## src/hdl/dms_pkg.sv

```systemverilog
`default_nettype none

package dms_pkg;

  localparam int unsigned POS_W   = 28;
  localparam int unsigned LEN_W   = 29;
  localparam int unsigned SUM_W   = 33;
  localparam int unsigned SER_W   = 32;

  localparam logic [7:0]       MARK_BIG    = 8'h42;
  localparam logic [7:0]       MARK_LITTLE = 8'h6C;
  localparam logic [7:0]       PROTO_VER   = 8'h01;
  localparam logic [LEN_W-1:0] LIMIT_CAP   = 29'h1000_0000;
  localparam logic [LEN_W-1:0] LEN_SAT     = 29'h1FFF_FFFF;
  localparam logic [SUM_W-1:0] HDR_LEN     = 33'd16;

  typedef enum logic [3:0] {
    ST_HDR_OK    = 4'd0,
    ST_BODY      = 4'd1,
    ST_MSG_END   = 4'd2,
    ST_ERR_END   = 4'd3,
    ST_ERR_TYPE  = 4'd4,
    ST_ERR_FLAGS = 4'd5,
    ST_ERR_VER   = 4'd6,
    ST_ERR_SER   = 4'd7,
    ST_ERR_LEN   = 4'd8,
    ST_HALTED    = 4'd9
  } dms_status_t;

  typedef struct packed {
    logic [7:0] data_byte;
  } dms_in_t;

  typedef struct packed {
    dms_status_t       status;
    logic              last_of_message;
    logic [POS_W-1:0]  byte_position;
    logic [LEN_W-1:0]  message_length;
    logic [SER_W-1:0]  message_serial;
    logic              is_big_endian;
  } dms_out_t;

  typedef struct packed {
    logic [LEN_W-1:0] max_message_length;
  } dms_cfg_t;

  typedef struct packed {
    logic       valid;
    logic [7:0] data_byte;
  } dms_req_t;

endpackage

`default_nettype wire

```

## src/hdl/dms_stream_if.sv

```systemverilog
`default_nettype none

interface dms_stream_if #(parameter type T = logic);
  logic valid;
  logic ready;
  T     data;

  modport source (output valid, output data, input ready);
  modport sink   (input valid, input data, output ready);
endinterface

`default_nettype wire

```

## src/hdl/dms_in_stage.sv

```systemverilog
`default_nettype none

module dms_in_stage (
  input  wire logic            clk,
  input  wire logic            rst_n,
  input  wire logic            in_valid,
  input  wire dms_pkg::dms_in_t in_data,
  output logic                 in_ready,
  input  wire logic            take,
  output dms_pkg::dms_req_t    req
);

  logic       valid_r;
  logic [7:0] byte_r;
  logic       valid_nxt;

  assign in_ready  = !valid_r || take;
  assign valid_nxt = (in_valid && in_ready) || (valid_r && !take);

  always_ff @(posedge clk) begin
    if (!rst_n) begin
      valid_r <= 1'b0;
    end else begin
      valid_r <= valid_nxt;
    end
  end

  always_ff @(posedge clk) begin
    if (in_valid && in_ready) begin
      byte_r <= in_data.data_byte;
    end
  end

  assign req.valid     = valid_r;
  assign req.data_byte = byte_r;

endmodule

`default_nettype wire

```

## src/hdl/dms_core.sv

```systemverilog
`default_nettype none

module dms_core (
  input  wire logic              clk,
  input  wire logic              rst_n,
  input  wire dms_pkg::dms_req_t req,
  output logic                   take,
  input  wire logic              cfg_we,
  input  wire dms_pkg::dms_cfg_t cfg_data,
  input  wire logic              out_ready,
  output logic                   out_valid,
  output dms_pkg::dms_out_t      out_data
);

  logic [dms_pkg::POS_W-1:0] pos_r, pos_nxt;
  logic [dms_pkg::LEN_W-1:0] len_r, len_nxt;
  logic [dms_pkg::SER_W-1:0] serial_r, serial_nxt;
  logic                      big_r, big_nxt;
  logic                      halted_r, halted_nxt;
  logic [dms_pkg::LEN_W-1:0] limit_r;
  logic                      out_valid_r;
  dms_pkg::dms_out_t         out_r, out_nxt;

  logic [dms_pkg::POS_W-1:0] p;
  logic [7:0]                b;
  logic                      start;
  logic                      hdr;
  logic [1:0]                lane;
  logic [dms_pkg::SER_W-1:0] lane_val;
  logic [dms_pkg::LEN_W-1:0] len_base;
  logic [dms_pkg::SUM_W-1:0] len_sum;
  logic [2:0]                pad;
  logic                      pad_en;
  logic [dms_pkg::LEN_W-1:0] limit_eff;
  logic                      err;
  dms_pkg::dms_status_t      err_code;
  logic [dms_pkg::LEN_W-1:0] len_sat;
  logic [dms_pkg::LEN_W-1:0] pos_inc;

  assign take      = req.valid && (!out_valid_r || out_ready);
  assign out_valid = out_valid_r;
  assign out_data  = out_r;

  always_comb begin
    p          = pos_r;
    b          = req.data_byte;
    start      = (p == '0);
    hdr        = (p[dms_pkg::POS_W-1:4] == '0);
    big_nxt    = start ? 1'b0 : big_r;
    len_base   = start ? '0 : len_r;
    serial_nxt = start ? '0 : serial_r;
    lane       = big_nxt ? (2'd3 - p[1:0]) : p[1:0];
    lane_val   = {24'b0, b} << {lane, 3'b000};
    len_sum    = {4'b0, len_base};
    pad        = 3'(4'd8 - {1'b0, b[2:0]});
    pad_en     = 1'b0;
    limit_eff  = (limit_r > dms_pkg::LIMIT_CAP) ? dms_pkg::LIMIT_CAP : limit_r;
    err        = 1'b0;
    err_code   = dms_pkg::ST_HALTED;
    halted_nxt = halted_r;
    pos_nxt    = pos_r;
    pos_inc    = {1'b0, p} + 29'd1;
    out_nxt    = out_r;

    if (hdr) begin
      case (p[3:0]) inside
        4'd0: begin
          if (b == dms_pkg::MARK_BIG) begin
            big_nxt = 1'b1;
          end else if (b != dms_pkg::MARK_LITTLE) begin
            err      = 1'b1;
            err_code = dms_pkg::ST_ERR_END;
          end
        end
        4'd1: begin
          if (!(b inside {[8'd1:8'd4]})) begin
            err      = 1'b1;
            err_code = dms_pkg::ST_ERR_TYPE;
          end
        end
        4'd2: begin
          if (b[7:2] != '0) begin
            err      = 1'b1;
            err_code = dms_pkg::ST_ERR_FLAGS;
          end
        end
        4'd3: begin
          if (b != dms_pkg::PROTO_VER) begin
            err      = 1'b1;
            err_code = dms_pkg::ST_ERR_VER;
          end
        end
        [4'd4:4'd7]: begin
          len_sum = ((p[3:0] == 4'd4) ? dms_pkg::HDR_LEN : {4'b0, len_base})
                    + {1'b0, lane_val};
        end
        [4'd8:4'd11]: begin
          serial_nxt = serial_nxt | lane_val;
          if (p[3:0] == 4'd11 && serial_nxt == '0) begin
            err      = 1'b1;
            err_code = dms_pkg::ST_ERR_SER;
          end
        end
        default: begin
          pad_en  = (p[3:0] == 4'd12 && !big_nxt) || (p[3:0] == 4'd15 && big_nxt);
          len_sum = {4'b0, len_base} + {1'b0, lane_val}
                    + (pad_en ? {30'b0, pad} : '0);
        end
      endcase
      if (len_sum > {4'b0, limit_eff}) begin
        err      = 1'b1;
        err_code = dms_pkg::ST_ERR_LEN;
      end
    end

    len_sat = (len_sum > {4'b0, dms_pkg::LEN_SAT}) ? dms_pkg::LEN_SAT
                                                  : len_sum[dms_pkg::LEN_W-1:0];
    len_nxt = len_sat;

    out_nxt.byte_position   = p;
    out_nxt.message_length  = len_sat;
    out_nxt.message_serial  = serial_nxt;
    out_nxt.is_big_endian   = big_nxt;
    out_nxt.last_of_message = 1'b0;

    if (halted_r) begin
      big_nxt                = big_r;
      len_nxt                = len_r;
      serial_nxt             = serial_r;
      out_nxt.status         = dms_pkg::ST_HALTED;
      out_nxt.message_length = len_r;
      out_nxt.message_serial = serial_r;
      out_nxt.is_big_endian  = big_r;
    end else if (err) begin
      halted_nxt     = 1'b1;
      out_nxt.status = err_code;
    end else if (p >= 28'd15 && {4'b0, pos_inc} == len_sum) begin
      pos_nxt                 = '0;
      out_nxt.status          = dms_pkg::ST_MSG_END;
      out_nxt.last_of_message = 1'b1;
    end else begin
      pos_nxt        = pos_inc[dms_pkg::POS_W-1:0];
      out_nxt.status = hdr ? dms_pkg::ST_HDR_OK : dms_pkg::ST_BODY;
    end
  end

  always_ff @(posedge clk) begin
    if (!rst_n) begin
      pos_r       <= '0;
      len_r       <= '0;
      serial_r    <= '0;
      big_r       <= 1'b0;
      halted_r    <= 1'b0;
      out_valid_r <= 1'b0;
      limit_r     <= dms_pkg::LIMIT_CAP;
    end else begin
      if (cfg_we) begin
        limit_r <= cfg_data.max_message_length;
      end
      if (take) begin
        pos_r    <= pos_nxt;
        len_r    <= len_nxt;
        serial_r <= serial_nxt;
        big_r    <= big_nxt;
        halted_r <= halted_nxt;
      end
      if (take) begin
        out_valid_r <= 1'b1;
      end else if (out_ready) begin
        out_valid_r <= 1'b0;
      end
    end
  end

  always_ff @(posedge clk) begin
    if (take) begin
      out_r <= out_nxt;
    end
  end

endmodule

`default_nettype wire

```

## src/hdl/dbus_message_splitter.sv

```systemverilog
// D-Bus message splitter: takes one stream byte per request on in_ch and
// returns one result per byte on out_ch, in order, with the fixed-header
// check status, the byte's offset in its message, the running total length,
// serial and byte order; the last byte of each message is flagged. Any
// header error halts the block until reset, after which every byte reports
// halted. Throughput is one byte per clock while out_ch is ready: the input
// register and the result register sit around a single pass of header logic
// whose longest path is the 33-bit length add and limit compare. The size
// limit is written over cfg_ch, which is always ready; write it only while
// no byte is in flight.
`default_nettype none

module dbus_message_splitter (
  input  wire logic  clk,
  input  wire logic  rst_n,
  dms_stream_if.sink   in_ch,
  dms_stream_if.sink   cfg_ch,
  dms_stream_if.source out_ch
);

  dms_pkg::dms_req_t req;
  logic              take;
  logic              in_ready;
  logic              out_valid;
  dms_pkg::dms_out_t out_data;
  dms_pkg::dms_in_t  in_data;
  dms_pkg::dms_cfg_t cfg_data;

  assign in_data.data_byte           = in_ch.data.data_byte;
  assign cfg_data.max_message_length = cfg_ch.data.max_message_length;
  assign in_ch.ready                 = in_ready;
  assign cfg_ch.ready                = 1'b1;
  assign out_ch.valid                = out_valid;
  assign out_ch.data                 = out_data;

  dms_in_stage u_in_stage (
    .clk      (clk),
    .rst_n    (rst_n),
    .in_valid (in_ch.valid),
    .in_data  (in_data),
    .in_ready (in_ready),
    .take     (take),
    .req      (req)
  );

  dms_core u_core (
    .clk       (clk),
    .rst_n     (rst_n),
    .req       (req),
    .take      (take),
    .cfg_we    (cfg_ch.valid),
    .cfg_data  (cfg_data),
    .out_ready (out_ch.ready),
    .out_valid (out_valid),
    .out_data  (out_data)
  );

  a_last_is_end: assert property (@(posedge clk) disable iff (!rst_n)
    out_valid && out_data.last_of_message |-> out_data.status == dms_pkg::ST_MSG_END)
    else $error("last byte without message end status");

  a_end_len: assert property (@(posedge clk) disable iff (!rst_n)
    out_valid && out_data.status == dms_pkg::ST_MSG_END |->
      out_data.byte_position >= 28'd15 &&
      out_data.message_length == {1'b0, out_data.byte_position} + 29'd1)
    else $error("message end does not match length");

  a_no_stall_when_empty: assert property (@(posedge clk) disable iff (!rst_n)
    !out_valid |-> in_ready)
    else $error("input stalled with empty result register");

  a_take_fills: assert property (@(posedge clk) disable iff (!rst_n)
    take |=> out_valid)
    else $error("request taken but no result");

endmodule

`default_nettype wire

```

## src/flat_wrapper.sv

```systemverilog
// flat-port wrapper written by rule: the top's interface ports become plain ports
module dbus_message_splitter_flat import dms_pkg::*;
  (clk, rst_n, in_ch_valid, in_ch_data, in_ch_ready, cfg_ch_valid, cfg_ch_data, cfg_ch_ready, out_ch_valid, out_ch_data, out_ch_ready);
  dms_stream_if #(.T(dms_in_t)) in_ch_i ();
  dms_stream_if #(.T(dms_cfg_t)) cfg_ch_i ();
  dms_stream_if #(.T(dms_out_t)) out_ch_i ();
  input  wire logic clk;
  input  wire logic rst_n;
  input wire logic [$bits(in_ch_i.valid)-1:0] in_ch_valid;
  input wire logic [$bits(in_ch_i.data)-1:0] in_ch_data;
  output wire logic [$bits(in_ch_i.ready)-1:0] in_ch_ready;
  input wire logic [$bits(cfg_ch_i.valid)-1:0] cfg_ch_valid;
  input wire logic [$bits(cfg_ch_i.data)-1:0] cfg_ch_data;
  output wire logic [$bits(cfg_ch_i.ready)-1:0] cfg_ch_ready;
  output wire logic [$bits(out_ch_i.valid)-1:0] out_ch_valid;
  output wire logic [$bits(out_ch_i.data)-1:0] out_ch_data;
  input wire logic [$bits(out_ch_i.ready)-1:0] out_ch_ready;
  assign in_ch_i.valid = in_ch_valid;
  assign in_ch_i.data = in_ch_data;
  assign in_ch_ready = in_ch_i.ready;
  assign cfg_ch_i.valid = cfg_ch_valid;
  assign cfg_ch_i.data = cfg_ch_data;
  assign cfg_ch_ready = cfg_ch_i.ready;
  assign out_ch_valid = out_ch_i.valid;
  assign out_ch_data = out_ch_i.data;
  assign out_ch_i.ready = out_ch_ready;
  dbus_message_splitter u_core (.clk(clk), .rst_n(rst_n), .in_ch(in_ch_i), .cfg_ch(cfg_ch_i), .out_ch(out_ch_i));
endmodule
```

## config.mk

```make
export PLATFORM = sky130hd
export DESIGN_NAME = dbus_message_splitter_flat
export DESIGN_NICKNAME = d
export VERILOG_FILES = /design/src/hdl/dms_pkg.sv /design/src/hdl/dms_stream_if.sv /design/src/hdl/dms_in_stage.sv /design/src/hdl/dms_core.sv /design/src/hdl/dbus_message_splitter.sv /design/src/flat_wrapper.sv
export SDC_FILE = /design/constraint.sdc
export NUM_CORES = 1
export LEC_CHECK = 0
export ABC_AREA = 1
export BUFFER_PORTS_ARGS = -buffer_cell sky130_fd_sc_hd__buf_2
export CAP_MARGIN = 20
export CORE_MARGIN = 3
export CORE_UTILIZATION = 35
export CTS_BUF_LIST = sky130_fd_sc_hd__clkbuf_4 sky130_fd_sc_hd__clkbuf_8 sky130_fd_sc_hd__clkbuf_16
export CTS_CLUSTER_DIAMETER = 120
export DETAILED_ROUTE_END_ITERATION = 7
export PLACE_DENSITY = 0.55
export SYNTH_ARGS = -nofsm -noshare
export SYNTH_HDL_FRONTEND = slang
export SYNTH_SLANG_ARGS = --single-unit
```

## constraint.sdc

```tcl
create_clock -name clk -period 5.65 [get_ports clk]
set_clock_uncertainty 0.15 [all_clocks]
set_input_delay 0 -clock clk [delete_from_list [all_inputs] [get_ports clk]]
set_output_delay 0 -clock clk [all_outputs]
set_load 0.01 [all_outputs]
```

==> results.toml <==
[status]
status = "complete, but fails checks"
violations = "negative setup slack"

[critical_path]
crit_path_end_kind = "flop"
cp_slowest_stage_delay_ns = 0.55
crit_family = "simple AND/OR/NAND/NOR gates"
crit_buf_inv = 9
required_ns = 5.91
cp_slowest_cell = "nor2_1"
path_common_cell = "nand2_1"
arrival_ns = 6.42
critPathMaxFanout = 8
setup.worst_path.class = "flop to flop"
start_kind = "flop"

[floorplanning]
die_w_um = 235.3
start_util = 0.3565
num_io_pins = 140
die_h_um = 235.3
die_area_um2 = 55350
rows = 83
coreArea_um2 = 51610

[route]
ant_nets = 0
vias = 22430
dr.pass1.iters = 6
wl_per_cell_um = 19.79
drt-total-wl_um = 84580
first_iter_violations = 1724
via_per_inst = 5.249
drc_errors = 0

[cells_and_area]
final.fill_count = 4994
area_growth_pct = 51.97
final_cells = 4273
final_cell_mix = "nand2_1, buf_4, inv_1, nor2_1, nand3_1"
seq_area_um2 = 5543
drive_above_1_share = 0.3323
n_antenna_cell = 0
final_nets = 3740
multi_input_area_um2 = 12520
final_common_cell = "nand2_1"
fin_area_um2 = 27960

[grt]
grt_max_degree = 72
grtUsageTotal = 0.2869
antenna_found_initial = 0
grt.overflow.total = 0
grt_pass1_wl_um = 124000
grt_pass1_vias = 21400

[placement]
place_congestion = 1.007
dp_slack_ns = -1.240
dpl.cell_count = 4092
placed_area_um2 = 23850
io_buffers = 138
hpwl_um = 66450

[synth]
syn_area_um2 = 18400
syn_avg_cell_area_um2 = 6.524
synthCells = 2820
synth_nets = 2987
ys_warn_count = 0
synth.top_cells.by_area = "edfxtp_1, nand2_1, dfxtp_1"
synth_top_area_frac = 0.1681
ys_ff_latch = 225
yosys.area.top_type = "edfxtp_1"
synth_cell_type_count = 53
synth_seq_area_share = 0.3009

[timing]
tightestPinTransition_ns = 0.9106
slew_viol_final = 0
fin_ws_ns = -0.5094
min_period_over_period = 1.090
fmax_ghz = 0.1624
setup_viol = 46
slew_headroom = 0.3929
min_period_ns = 6.159
hold_viol_final = 0
rsz0062_at_grt = "true"

[clocking]
cts_buffers = 26
clkLatencyLatePin_ns = 0.57
clockRootBuffer = "clkbuf_16"
clockBufferDepth = 3
clk_pin_slew_worst_paths_ns = 0.06
cts_tree = "yes"
clock-sinks = 225
htree_levels = 1

[run]
maxCapViolCount = 0

[power]
p_per_area_nw_per_um2 = 554.9
peakVddDrop_v = 0.0004288
p_leak_nw = 13.73

[hold_path]
min-delay-path-class = "input pin to flop"
-- tightest hold or removal path, cell delays in order --
cell,delay (ns)
buf_2,0.17
buf_4,0.37
o21ai_2,0.13
a21oi_1,0.04
-- sequential cells by signal, indices dropped and copies added, names as in the netlist --
register and cells:
u_core.u_core.out_data 95, u_core.u_core.serial_r 32, u_core.u_core.len_r 29, u_core.u_core.limit_r 29
u_core.u_core.p 28, u_core.u_in_stage.byte_r 8, u_core.u_core.big_r 1, u_core.u_core.halted_r 1
u_core.u_core.out_valid 1, u_core.u_in_stage.valid_r 1
-- path summary, 6_finish.rpt --
kind                           start  slack [ns]  cells after the start                       to
max               u_core.u_core.p[0]       -0.51                     38       u_core.u_core.p[1]
min                            rst_n        0.07                      4       u_core.u_core.p[0]
max reg2reg       u_core.u_core.p[0]       -0.51                     38       u_core.u_core.p[1]
min reg2reg  u_core.u_core.len_r[17]        0.38                      2  u_core.u_core.len_r[17]
-- stage by stage --
stage,setup TNS (ns),util,hold slack (ns),power [mW]
after floorplan,0,-,-0.05113,7.153
after global placement,-40.30,0.4620,0.03033,11.83
after detailed placement,-40.14,0.4620,0.03029,11.89
after CTS,-13.44,0.5132,0.01916,14.45
after global routing,-37.73,0.5417,0.06664,16.42
final,-15.41,0.5417,0.07359,15.52
-- cells in the mapped netlist (all sizes together) --
library cell,number
nor4,19
o21ai,180
clkinv,1
a21o,5
o32ai,3
o21bai,9
o22ai,16
nor3b,3
xor2,22
a31oi,33
dfxtp,122
conb,1
edfxtp,103
a21boi,3
nand3b,3
o2111ai,1
nand2,714
o21a,3
o31ai,3
xnor2,4
o211ai,42
o211a,1
o41ai,6
and2,4
a211oi,1
fa,5
buf,50
nor2,309
a21oi,148
ha,120
inv,450
a2111oi,1
nand3,292
nor3,42
nand4,45
clkbuf,56
-- repair_timing --
item | 4_1_cts | 5_1_grt
endpoints found under the hold margin | 47 | 0
hold buffers | 79 | 0
resized for setup | 156 | 265
cloned | 4 | 5
endpoints found under the setup margin | 34 | 92
pin swaps | 21 | 63
buffers inserted | 29 | 22
-- report_power, final --
part | leakage (nW) | total (mW) | switching [mW] | internal [mW]
registers | 1.98 | 2.20 | 0.121 | 2.07
logic | 11.3 | 11.6 | 6.80 | 4.77
clock network | 0.435 | 1.75 | 0.704 | 1.05
total | 13.7 | 15.5 | 7.63 | 7.89
-- logic make-up (layout without fill, tap and decap cells) --
family                     Yosys count  in the layout  share of synthesized area
and+or+nand+nor                   1431           1432                     0.3372
buffers and inverters              557           1329                     0.1213
AOI/OAI and AO/OA                  455            455                     0.1410
DFF                                225            225                     0.3009
adders and majority gates          125            125                    0.08705
xor gates and xnor gates            26             26                    0.01238
other                                1              1                  0.0002038
-- routing by layer --
metal / up-vias / share of wire / routed length [um] / GRT usage
met5: - / 0 / 0 / 0
met4: 0 / 0.050 / 4243 / 0.1158
met3: 178 / 0.063 / 5290 / 0.03175
met2: 849 / 0.46 / 38850 / 0.4806
met1: 10600 / 0.43 / 36190 / 0.3781
li1: 10810 / - / - / -
-- final cells by class --
cell class | count | share of cell area
Clock inverter | 12 | 0.005459
Tap cell | 680 | 0.03043
Timing Repair Buffer | 829 | 0.2300
Inverter | 451 | 0.06153
Sequential cell | 225 | 0.1982
Multi-Input combinational cell | 2039 | 0.4476
Clock buffer | 36 | 0.02618
Timing Repair inverter | 1 | 0.0005817
Note: power is estimated with default switching activity, not from simulation.
